`config.mk`:
```
export PLATFORM = sky130hd
export DESIGN_NAME = ordered_list_engine_unit
export DESIGN_NICKNAME = d
export VERILOG_FILES = /design/src/rtl/olist_pkg.sv /design/src/rtl/ordered_list_engine_unit.sv /design/src/rtl/olist_cell.sv
export SDC_FILE = /design/constraint.sdc
export NUM_CORES = 2
export LEC_CHECK = 0
export BUFFER_PORTS_ARGS = -buffer_cell sky130_fd_sc_hd__buf_4
export CORE_MARGIN = 2
export CORE_UTILIZATION = 58
export CTS_BUF_LIST = sky130_fd_sc_hd__clkbuf_4 sky130_fd_sc_hd__clkbuf_8 sky130_fd_sc_hd__clkbuf_16
export DETAILED_ROUTE_END_ITERATION = 7
export GPL_ROUTABILITY_DRIVEN = 0
export PLACE_DENSITY = 0.77
export SYNTH_ARGS = -nofsm -noshare
export SYNTH_HDL_FRONTEND = slang
export SYNTH_SLANG_ARGS = --single-unit
```
`constraint.sdc`:
```
create_clock -name clock -period 3.9 [get_ports clock]
set_input_delay 0.195 -clock clock [delete_from_list [all_inputs] [get_ports clock]]
set_output_delay 0.195 -clock clock [all_outputs]
set_load 0.1 [all_outputs]
```
`src/rtl/olist_pkg.sv`:
```
// ----------------------------------------------------------------------------
// olist_pkg: shared types and constants for the ordered list engine
// Request and response layouts, action codes and control state encodings.
// ----------------------------------------------------------------------------
package olist_pkg;

   localparam int ENTRY_W          = 32;
   localparam int POS_W            = 4;
   localparam int COUNT_W          = 5;
   localparam int CAPACITY_DEFAULT = 16;

   typedef enum logic [1:0] {
      ACT_APPEND  = 2'd0,
      ACT_PREPEND = 2'd1,
      ACT_DELETE  = 2'd2,
      ACT_SEARCH  = 2'd3
   } action_type;

   typedef enum logic {
      ST_IDLE  = 1'b0,
      ST_APPLY = 1'b1
   } state_type;

   typedef struct packed {
      action_type                 action;
      logic signed [ENTRY_W-1:0]  key;
   } req_type;

   typedef struct packed {
      logic                found;
      logic [POS_W-1:0]    position;
      logic [COUNT_W-1:0]  entry_count;
      logic                is_empty;
      logic                full_reject;
   } rsp_type;

   typedef struct packed {
      logic capture;
      logic append;
      logic prepend;
      logic delete;
   } cell_ctl_type;

endpackage

```
`src/rtl/ordered_list_engine_unit.sv`:
```
// ----------------------------------------------------------------------------
// ordered_list_engine_unit: bounded double-ended list of signed 32-bit keys
// A row of cells holds the list from head (cell 0) to tail.
//
// Requests: start with req_payload (action, key), taken when busy is low.
// Responses: one per request on rsp_payload, marked by rsp_strobe for a
// single cycle; the receiver cannot hold a response off.
// Response: rsp_strobe and rsp_payload are registered at the edge that ends
// the busy cycle, while the control state returns to idle.
// Request handling: in the accepting cycle every
// cell compares its entry with the key and registers the result; in the
// following cycle the first-match chain across the cells resolves and the
// row shifts, inserts or stays. busy is high during that second cycle only,
// so a new request may be taken while a response is on the ports.
// Reset clears the entry count and control state; entry contents are not
// cleared and are never read before being written.
// An insert into a full list leaves it unchanged and sets full_reject.
// ----------------------------------------------------------------------------
module ordered_list_engine_unit #(
   parameter int CAPACITY = olist_pkg::CAPACITY_DEFAULT
) (
   input  logic               clock,
   input  logic               reset,
   input  logic               start,
   output logic               busy,
   input  olist_pkg::req_type req_payload,
   output logic               rsp_strobe,
   output olist_pkg::rsp_type rsp_payload
);
   import olist_pkg::*;

   localparam int CNT_W = $clog2(CAPACITY + 1);

   state_type                 state_ff;
   state_type                 state_in;
   action_type                action_ff;
   logic signed [ENTRY_W-1:0] key_ff;
   logic [CNT_W-1:0]          count_ff;
   logic [CNT_W-1:0]          count_in;
   logic                      rsp_strobe_ff;
   rsp_type                   rsp_ff;
   rsp_type                   rsp_in;
   cell_ctl_type              ctl;
   logic signed [ENTRY_W-1:0] key_bus;
   logic                      full;
   logic                      found;
   logic [CNT_W+COUNT_W-1:0]  count_ext;

   logic signed [ENTRY_W-1:0] entry_q [CAPACITY];
   logic                      seen    [CAPACITY+1];
   logic [POS_W-1:0]          pos     [CAPACITY+1];

   assign key_bus   = busy ? key_ff : req_payload.key;
   assign full      = (count_ff == CNT_W'(CAPACITY));
   assign found     = seen[CAPACITY];
   assign seen[0]   = 1'b0;
   assign pos[0]    = '0;
   assign count_ext = {{COUNT_W{1'b0}}, count_in};

   for (genvar i = 0; i < CAPACITY; i++) begin : g_cell
      logic signed [ENTRY_W-1:0] left_e;
      logic signed [ENTRY_W-1:0] right_e;
      if (i == 0) begin : g_head
         assign left_e = key_bus;
      end else begin : g_body
         assign left_e = entry_q[i-1];
      end
      if (i == CAPACITY - 1) begin : g_tail
         assign right_e = entry_q[i];
      end else begin : g_next
         assign right_e = entry_q[i+1];
      end
      olist_cell #(
         .INDEX (i),
         .CNT_W (CNT_W)
      ) u_cell (
         .clock       (clock),
         .ctl         (ctl),
         .key         (key_bus),
         .count       (count_ff),
         .left_entry  (left_e),
         .right_entry (right_e),
         .seen_in     (seen[i]),
         .pos_in      (pos[i]),
         .entry       (entry_q[i]),
         .seen_out    (seen[i+1]),
         .pos_out     (pos[i+1])
      );
   end

   always_comb begin
      state_in    = state_ff;
      busy        = (state_ff == ST_APPLY);
      ctl         = '0;
      count_in    = count_ff;
      rsp_in      = '0;
      ctl.capture = start && !busy;
      case (state_ff)
         ST_IDLE: begin
            if (start) begin
               state_in = ST_APPLY;
            end
         end
         ST_APPLY: begin
            state_in = ST_IDLE;
            case (action_ff)
               ACT_APPEND: begin
                  if (full) begin
                     rsp_in.full_reject = 1'b1;
                  end else begin
                     ctl.append = 1'b1;
                     count_in   = count_ff + CNT_W'(1);
                  end
               end
               ACT_PREPEND: begin
                  if (full) begin
                     rsp_in.full_reject = 1'b1;
                  end else begin
                     ctl.prepend = 1'b1;
                     count_in    = count_ff + CNT_W'(1);
                  end
               end
               ACT_DELETE: begin
                  ctl.delete   = 1'b1;
                  rsp_in.found = found;
                  if (found) begin
                     count_in = count_ff - CNT_W'(1);
                  end
               end
               ACT_SEARCH: begin
                  rsp_in.found    = found;
                  rsp_in.position = pos[CAPACITY];
               end
               default: begin
                  rsp_in = '0;
               end
            endcase
         end
         default: begin
            state_in = ST_IDLE;
         end
      endcase
      rsp_in.entry_count = count_ext[COUNT_W-1:0];
      rsp_in.is_empty    = (count_in == '0);
   end

   always_ff @(posedge clock) begin
      if (reset) begin
         state_ff      <= ST_IDLE;
         count_ff      <= '0;
         rsp_strobe_ff <= 1'b0;
      end else begin
         state_ff      <= state_in;
         count_ff      <= count_in;
         rsp_strobe_ff <= busy;
      end
   end

   always_ff @(posedge clock) begin
      if (ctl.capture) begin
         action_ff <= req_payload.action;
         key_ff    <= req_payload.key;
      end
      if (busy) begin
         rsp_ff <= rsp_in;
      end
   end

   assign rsp_strobe  = rsp_strobe_ff;
   assign rsp_payload = rsp_ff;

endmodule

```
`src/rtl/olist_cell.sv`:
```
// ----------------------------------------------------------------------------
// olist_cell: one slot of the ordered list
// Holds one entry, compares it with the key and shifts towards either
// neighbour; passes the first-match flag and position down the chain.
// ----------------------------------------------------------------------------
module olist_cell #(
   parameter int INDEX = 0,
   parameter int CNT_W = 5
) (
   input  logic                                 clock,
   input  olist_pkg::cell_ctl_type              ctl,
   input  logic signed [olist_pkg::ENTRY_W-1:0] key,
   input  logic [CNT_W-1:0]                     count,
   input  logic signed [olist_pkg::ENTRY_W-1:0] left_entry,
   input  logic signed [olist_pkg::ENTRY_W-1:0] right_entry,
   input  logic                                 seen_in,
   input  logic [olist_pkg::POS_W-1:0]          pos_in,
   output logic signed [olist_pkg::ENTRY_W-1:0] entry,
   output logic                                 seen_out,
   output logic [olist_pkg::POS_W-1:0]          pos_out
);
   import olist_pkg::*;

   logic signed [ENTRY_W-1:0] entry_ff;
   logic signed [ENTRY_W-1:0] entry_in;
   logic                      match_ff;
   logic                      match_in;
   logic                      first;

   assign match_in = (entry_ff == key) && (CNT_W'(INDEX) < count);
   assign first    = match_ff && !seen_in;
   assign seen_out = seen_in || match_ff;
   assign pos_out  = pos_in | (first ? POS_W'(INDEX) : '0);
   assign entry    = entry_ff;

   always_comb begin
      entry_in = entry_ff;
      if (ctl.append && (CNT_W'(INDEX) == count)) begin
         entry_in = key;
      end else if (ctl.prepend) begin
         entry_in = left_entry;
      end else if (ctl.delete && seen_out) begin
         entry_in = right_entry;
      end
   end

   always_ff @(posedge clock) begin
      entry_ff <= entry_in;
      if (ctl.capture) begin
         match_ff <= match_in;
      end
   end

endmodule

```
After elaboration in Yosys (flattened, before gate mapping)
Index checks and enable logic that the tools add are counted.

word-level totals
  register bits after elaboration = 581
  input port bits = 37
  output and inout port bits = 14
  logic and storage cells = 300

operators by class
  add/subtract/negate cells = 2
  magnitude comparators = 16
  equal/unequal tests = 35
  multiplexer cells = 75
  bitwise logic cells = 15
  reduce and logical (&&, ||, !) cells = 115

operators with widths
  kind                                                                   number
  32-bit two-way mux                                                     48
  32-bit equality test                                                   16
  1-bit logical AND                                                      63
  4-bit bitwise OR                                                       13
  3-bit nonzero test                                                     15
  4-bit by 5-bit equality test with 1-bit output (first input constant)  8
  4-bit by 5-bit < comparator with 1-bit output (first input constant)   8
  4-bit two-way mux                                                      8
  3-bit by 5-bit equality test with 1-bit output (first input constant)  4
  3-bit by 5-bit < comparator with 1-bit output (first input constant)   4
  1-bit logical NOT                                                      16
  1-bit logical OR                                                       15
  3-bit two-way mux                                                      5
  5-bit two-way mux                                                      3
  2-bit by 5-bit equality test with 1-bit output (first input constant)  2
  5-bit logical NOT                                                      2
  1-bit by 5-bit < comparator with 1-bit output (first input constant)   2
  2-bit by 5-bit < comparator with 1-bit output (first input constant)   2
  5-bit one-hot mux with 2 select lines                                  1
  1-bit two-way mux                                                      7
  5-bit by 1-bit adder with 5-bit output (second input constant)         1
  1-bit by 5-bit equality test with 1-bit output (first input constant)  1
  5-bit equality test (second input constant)                            1
  5-bit by 1-bit subtractor with 5-bit output (second input constant)    1
  other kinds (9)                                                        12

Logic depth before layout (Yosys ltp)
  depth in word-level cells = 19
  mapped depth = 11
  mapped depth without buffers = 7

Hierarchy
A second synthesis with hierarchy kept.

unflattened totals
  cells, all modules = 3249
  area total of the unflattened synthesis = 36125.9 µm²

by module, submodules not included
  module                             instances  cells an instance  area each (µm²)  sequential area each (µm²)
  olist_cell (g_cell[7].u_cell ...)  2          194                2100.8           991.0
  ordered_list_engine_unit           1          144                2307.2           1521.5
  olist_cell (g_cell[1].u_cell)      1          193                2222.1           991.0
  olist_cell (g_cell[9].u_cell)      1          193                2190.9           991.0
  olist_cell (g_cell[11].u_cell)     1          193                2138.3           991.0
  olist_cell (g_cell[6].u_cell)      1          196                2114.5           991.0
  olist_cell (g_cell[14].u_cell)     1          194                2112.0           991.0
  olist_cell (g_cell[12].u_cell)     1          196                2108.3           991.0
  olist_cell (g_cell[2].u_cell)      1          193                2105.8           991.0
  olist_cell (g_cell[5].u_cell)      1          195                2105.8           991.0
  olist_cell (g_cell[3].u_cell)      1          193                2099.5           991.0
  olist_cell (g_cell[15].u_cell)     1          193                2093.3           991.0
  olist_cell (g_cell[13].u_cell)     1          194                2092.0           991.0
  olist_cell (g_cell[10].u_cell)     1          195                2089.5           991.0
  2 more rows                        -          -                  -                -

Worst setup path before layout
Ideal clock, no wire load.

  kind = reg2reg
  from = register state_ff (netlist: busy)
  to = register g_cell[3].u_cell.entry_ff[0] (enable)
  library setup time = 431 ps
  data arrival time = 4007 ps
  data required time = 3469 ps
  path slack = -537 ps
  cell stages (with the launch flop) = 7
  buffers on the path = 4
  period minus slack after synthesis = 4437 ps
  cells stage by stage = dfxtp_1 -> buf_2 -> buf_2 -> clkbuf_1 -> nand2_1 -> buf_4 -> o211ai_1

on the way
  word-level cells in the longest chain between the ends = 3
  elaborated cells between the ends (all ways) = 4
  those cells by class = mux: 1; reduce/logical: 3

RTL lines
  item                                         line                                text
  start, declared                              ordered_list_engine_unit.sv:34      state_type state_ff;
  start signal, assigned                       ordered_list_engine_unit.sv:153     state_ff <= state_in;
  3-bit two-way mux (*)                        ordered_list_engine_unit.sv:98      case (state_ff)
  1-bit logical AND, on equally long branches  olist_cell.sv:42, olist_cell.sv:38
  3-bit nonzero test (no source line) (*)      -
  end signal, assigned                         olist_cell.sv:48                    entry_ff <= entry_in;
  end, declared                                olist_cell.sv:24                    logic signed [ENTRY_W-1:0] entry_ff;

Every way passes the cells marked *; elsewhere a longest branch is shown, timed or not.
A chain may end at the register's enable or synchronous reset.

Worst setup path after layout
  from = register state_ff (netlist: busy)
  to = register g_cell[6].u_cell.match_ff (data pin)

on the way
  word-level cells in the longest chain between the ends = 3

RTL lines
  item                                 line                            text
  32-bit two-way mux                   ordered_list_engine_unit.sv:53  assign key_bus = busy ? key_ff : req_payload.key;
  32-bit equality test                 olist_cell.sv:30                assign match_in = (entry_ff == key) && (CNT_W'(INDEX) < count);
  1-bit logical AND                    olist_cell.sv:30
  named net g_cell[6].u_cell.match_in  olist_cell.sv:27                logic match_in;
  end signal, assigned                 olist_cell.sv:50                match_ff <= match_in;
  end, declared                        olist_cell.sv:26                logic match_ff;

The timed path passes the listed nets, and every way through them passes these cells.

==> impl_metrics.env <==
export IMPL_cp_required_ns=4.25
export IMPL_portBuffers=50
export IMPL_grt_pass1_vias=28400
export IMPL_ctsLongestPathBuffers=3
export IMPL_gr_usage_met1=0.533
export IMPL_cap_viol_max_count=0
export IMPL_synthMuxAreaShare=0.0311
export IMPL_p_per_area_mw_per_mm2=417
export IMPL_tightestPinTransition_ns=1.23
export IMPL_postCtsResizedCells=0
export IMPL_ant_nets=0
export IMPL_synth_edf_count=574
export IMPL_drv_slew=0
export IMPL_vias=30800
export IMPL_finalWorstSetupSlack_ns=0.274
export IMPL_die_area_mm2=0.0614
export IMPL_h_tree_depth=3
export IMPL_synth_compound_area_frac=0.101
export IMPL_hpwlAfterDp_mm=86.4
export IMPL_critical_path_arrival_ns=3.97
export IMPL_holdWs_ns=0.320
export IMPL_syn_area_mm2=0.0344
export IMPL_cts_tree="done"
export IMPL_clock_latency_ns=0.62
export IMPL_fin_tns_setup_ns=0
export IMPL_grt_setup_unrepaired="false"
export IMPL_die_height_um=248
export IMPL_yosys_warnings=0
export IMPL_cp_slowest_cell="nor4_1"
export IMPL_drtPass1Iterations=8
export IMPL_viasPerCell=6.83
export IMPL_syn_num_nets=3746
export IMPL_syn_inst=3704
export IMPL_wl_per_cell_um=27.4
export IMPL_initial_utilization=0.585
export IMPL_clock_fmax_mhz=276
export IMPL_fp_dieW_um=248
export IMPL_dp_slack_ns=0.541
export IMPL_final_util=0.652
export IMPL_ys_ff_latch=581
export IMPL_cp_cell_sequence="mux2i_2, buf_4, xnor2_1, nor4_1, nand4_1, nor3_1"
export IMPL_grt_max_degree=149
export IMPL_synth_xor_area_share=0.130
export IMPL_crit_fanout=30
export IMPL_synth_top_flop_cell="edfxtp_1"
export IMPL_cp_end_kind="register"
export IMPL_drtIter0Drc=6077
export IMPL_totalWireLength_mm=124
export IMPL_post_route_period_util=0.930
export IMPL_synthAdderAreaFrac=0.00182
export IMPL_grt_usage=0.399
export IMPL_critPathKind="register to register"
export IMPL_hold_viol=0
export IMPL_area_delta_synth_final_pct=11.4
export IMPL_clock_sinks=581
export IMPL_async_flop_share=0
export IMPL_core_mm2=0.0589
export IMPL_start_kind="register"
export IMPL_cts_buffers=67
export IMPL_met2_usage=0.588
export IMPL_finalSetupViolCount=0
export IMPL_yosys_area_share_simple=0.195
export IMPL_ir_worst_vdd_mv=0.336
export IMPL_avgSynthCellArea_um2=9.30
export IMPL_grt_util_met3=0.119
export IMPL_rows=89
export IMPL_layout_nets=3730
export IMPL_max_slew_margin_rel=0.175
export IMPL_p_total_w=0.0160
export IMPL_clk_pin_slew_ns=0.07
export IMPL_seq_area_frac_synth=0.504
export IMPL_hp_class="primary input to register"
export IMPL_ios=51
export IMPL_antenna_found_initial=4
export IMPL_max_stage_delay_ns=0.81
export IMPL_drive_gt1_frac=0.0999
export IMPL_synth_top_family_by_area="simple AND/OR/NAND/NOR gates"
export IMPL_fin_worst_skew_ns=0.0267
export IMPL_drc=0
export IMPL_status="complete, no violations"
export IMPL_cts_root_buf="clkbuf_16"
export IMPL_p_leak_nw=13.0
export IMPL_period_minus_slack_ns=3.63
export IMPL_busiest_layer="met2"
export IMPL_grt_overflow_total=0
export IMPL_grt_pass1_wl_mm=181
export IMPL_synth_cell_type_count=52
==> report_power, final <==
part           switching (W)  internal, W
Combinational        0.00150     0.000796
Clock                0.00267      0.00366
Sequential          0.000263      0.00713
==> stage by stage <==
| stage | area [µm²] | std cells |
|---|---|---|
| 2_1_floorplan | 34400 | 3704 |
| 3_3_place_gp | 35900 | 4357 |
| 3_5_place_dp | 35900 | 4357 |
| 4_1_cts | 38400 | 4508 |
| 5_1_grt | 38400 | 4508 |
| 6_report | 38400 | 4509 |
==> layout make-up <==
type	instances	area (µm²)
inverters	6	22.5
clock inverters	31	241
diodes	1	2.50
multi-input cells	2814	16000
repair buffers	218	1850
fillers	4482	20500
flip-flops and latches	581	17400
clock buffers	85	1880
well taps	773	967
==> cells in the final DEF (no fill, tap or decap), types with 5 or more instances in the layout <==
master	count
clkbuf_16	71
xnor2_1	513
buf_4	173
mux2i_1	32
nor2b_1	11
a21oi_1	78
inv_1	6
dlygate4sd3_1	35
clkbuf_4	14
nand2_2	7
nand2_1	876
nor4_1	107
ha_1	5
dfxtp_1	6
o211ai_1	8
clkinv_2	5
edfxtp_1	574
a31oi_1	421
nor3_1	25
mux2i_4	12
mux2_2	32
nand3_1	27
nor2_1	500
mux2i_2	20
nand4_1	44
clkinv_1	19
buf_12	10
o21ai_0	43
==> per-layer routing <==
metal / wire [µm] / part of all wire
met1: 43000 / 0.35
met3: 19900 / 0.16
met2: 52800 / 0.43
met4: 8010 / 0.065
met5: 44 / 0.00036
==> critical path, delay by kind of cell (launching register included) <==
family	cells	cell delay, ns
muxes	1	0.79
buffers and inverters	1	0.30
xor gates and xnor gates	1	0.07
DFF	1	0.74
and+or+nand+nor	3	1.39
==> flip-flops by register name (all words and copies together), names as in the netlist <==
register,flops
busy,1
key_ff,32
rsp_strobe,1
g_cell.u_cell.match_ff,16
action_ff,2
count_ff,5
g_cell.u_cell.entry,512
rsp_payload,12
==> logic make-up after synthesis <==
kind of cell	Yosys count
fa+ha+maj	5
mux	97
buf+inv	309
xor+xnor	513
simple gates	1631
compound gates	568
flops	581
==> cell usage after synthesis, types with 10 or more instances <==
cell type  count  area, µm²
o21ai_0       43        215
xnor2_1      513       4490
nand4_1       44        275
mux2i_1       49        490
a31oi_1      421       2630
clkbuf_1     245        920
nand2_1      884       3320
nand3_1       30        150
nor2_1       500       1880
nor4_1       107        669
edfxtp_1     574      17200
buf_1         15       56.3
buf_2         30        150
a21oi_1       78        390
buf_4         10       75.1
nor2b_1       13       81.3
nor3_1        25        125
mux2_2        32        360
mux2i_2       15        206
==> path summary, 6_finish.rpt <==
check / slack (ns) / startpoint / end / cells past startpoint
setup / recovery: 0.27 / busy / g_cell[6].u_cell.match_ff / 6
hold / removal: 0.32 / req_payload[32] / action_ff[0] / 2
setup reg to reg: 0.27 / busy / g_cell[6].u_cell.match_ff / 6
hold reg to reg: 0.68 / g_cell[1].u_cell.entry[30] / g_cell[0].u_cell.entry[30] / 2
==> repair_timing <==
item / 4_1_cts / 5_1_grt
hold endpoints to repair: 41 / 0
setup buffers: 0 / 0
hold buffers: 35 / 0
No activity file was read; power rests on OpenSTA's default activity.
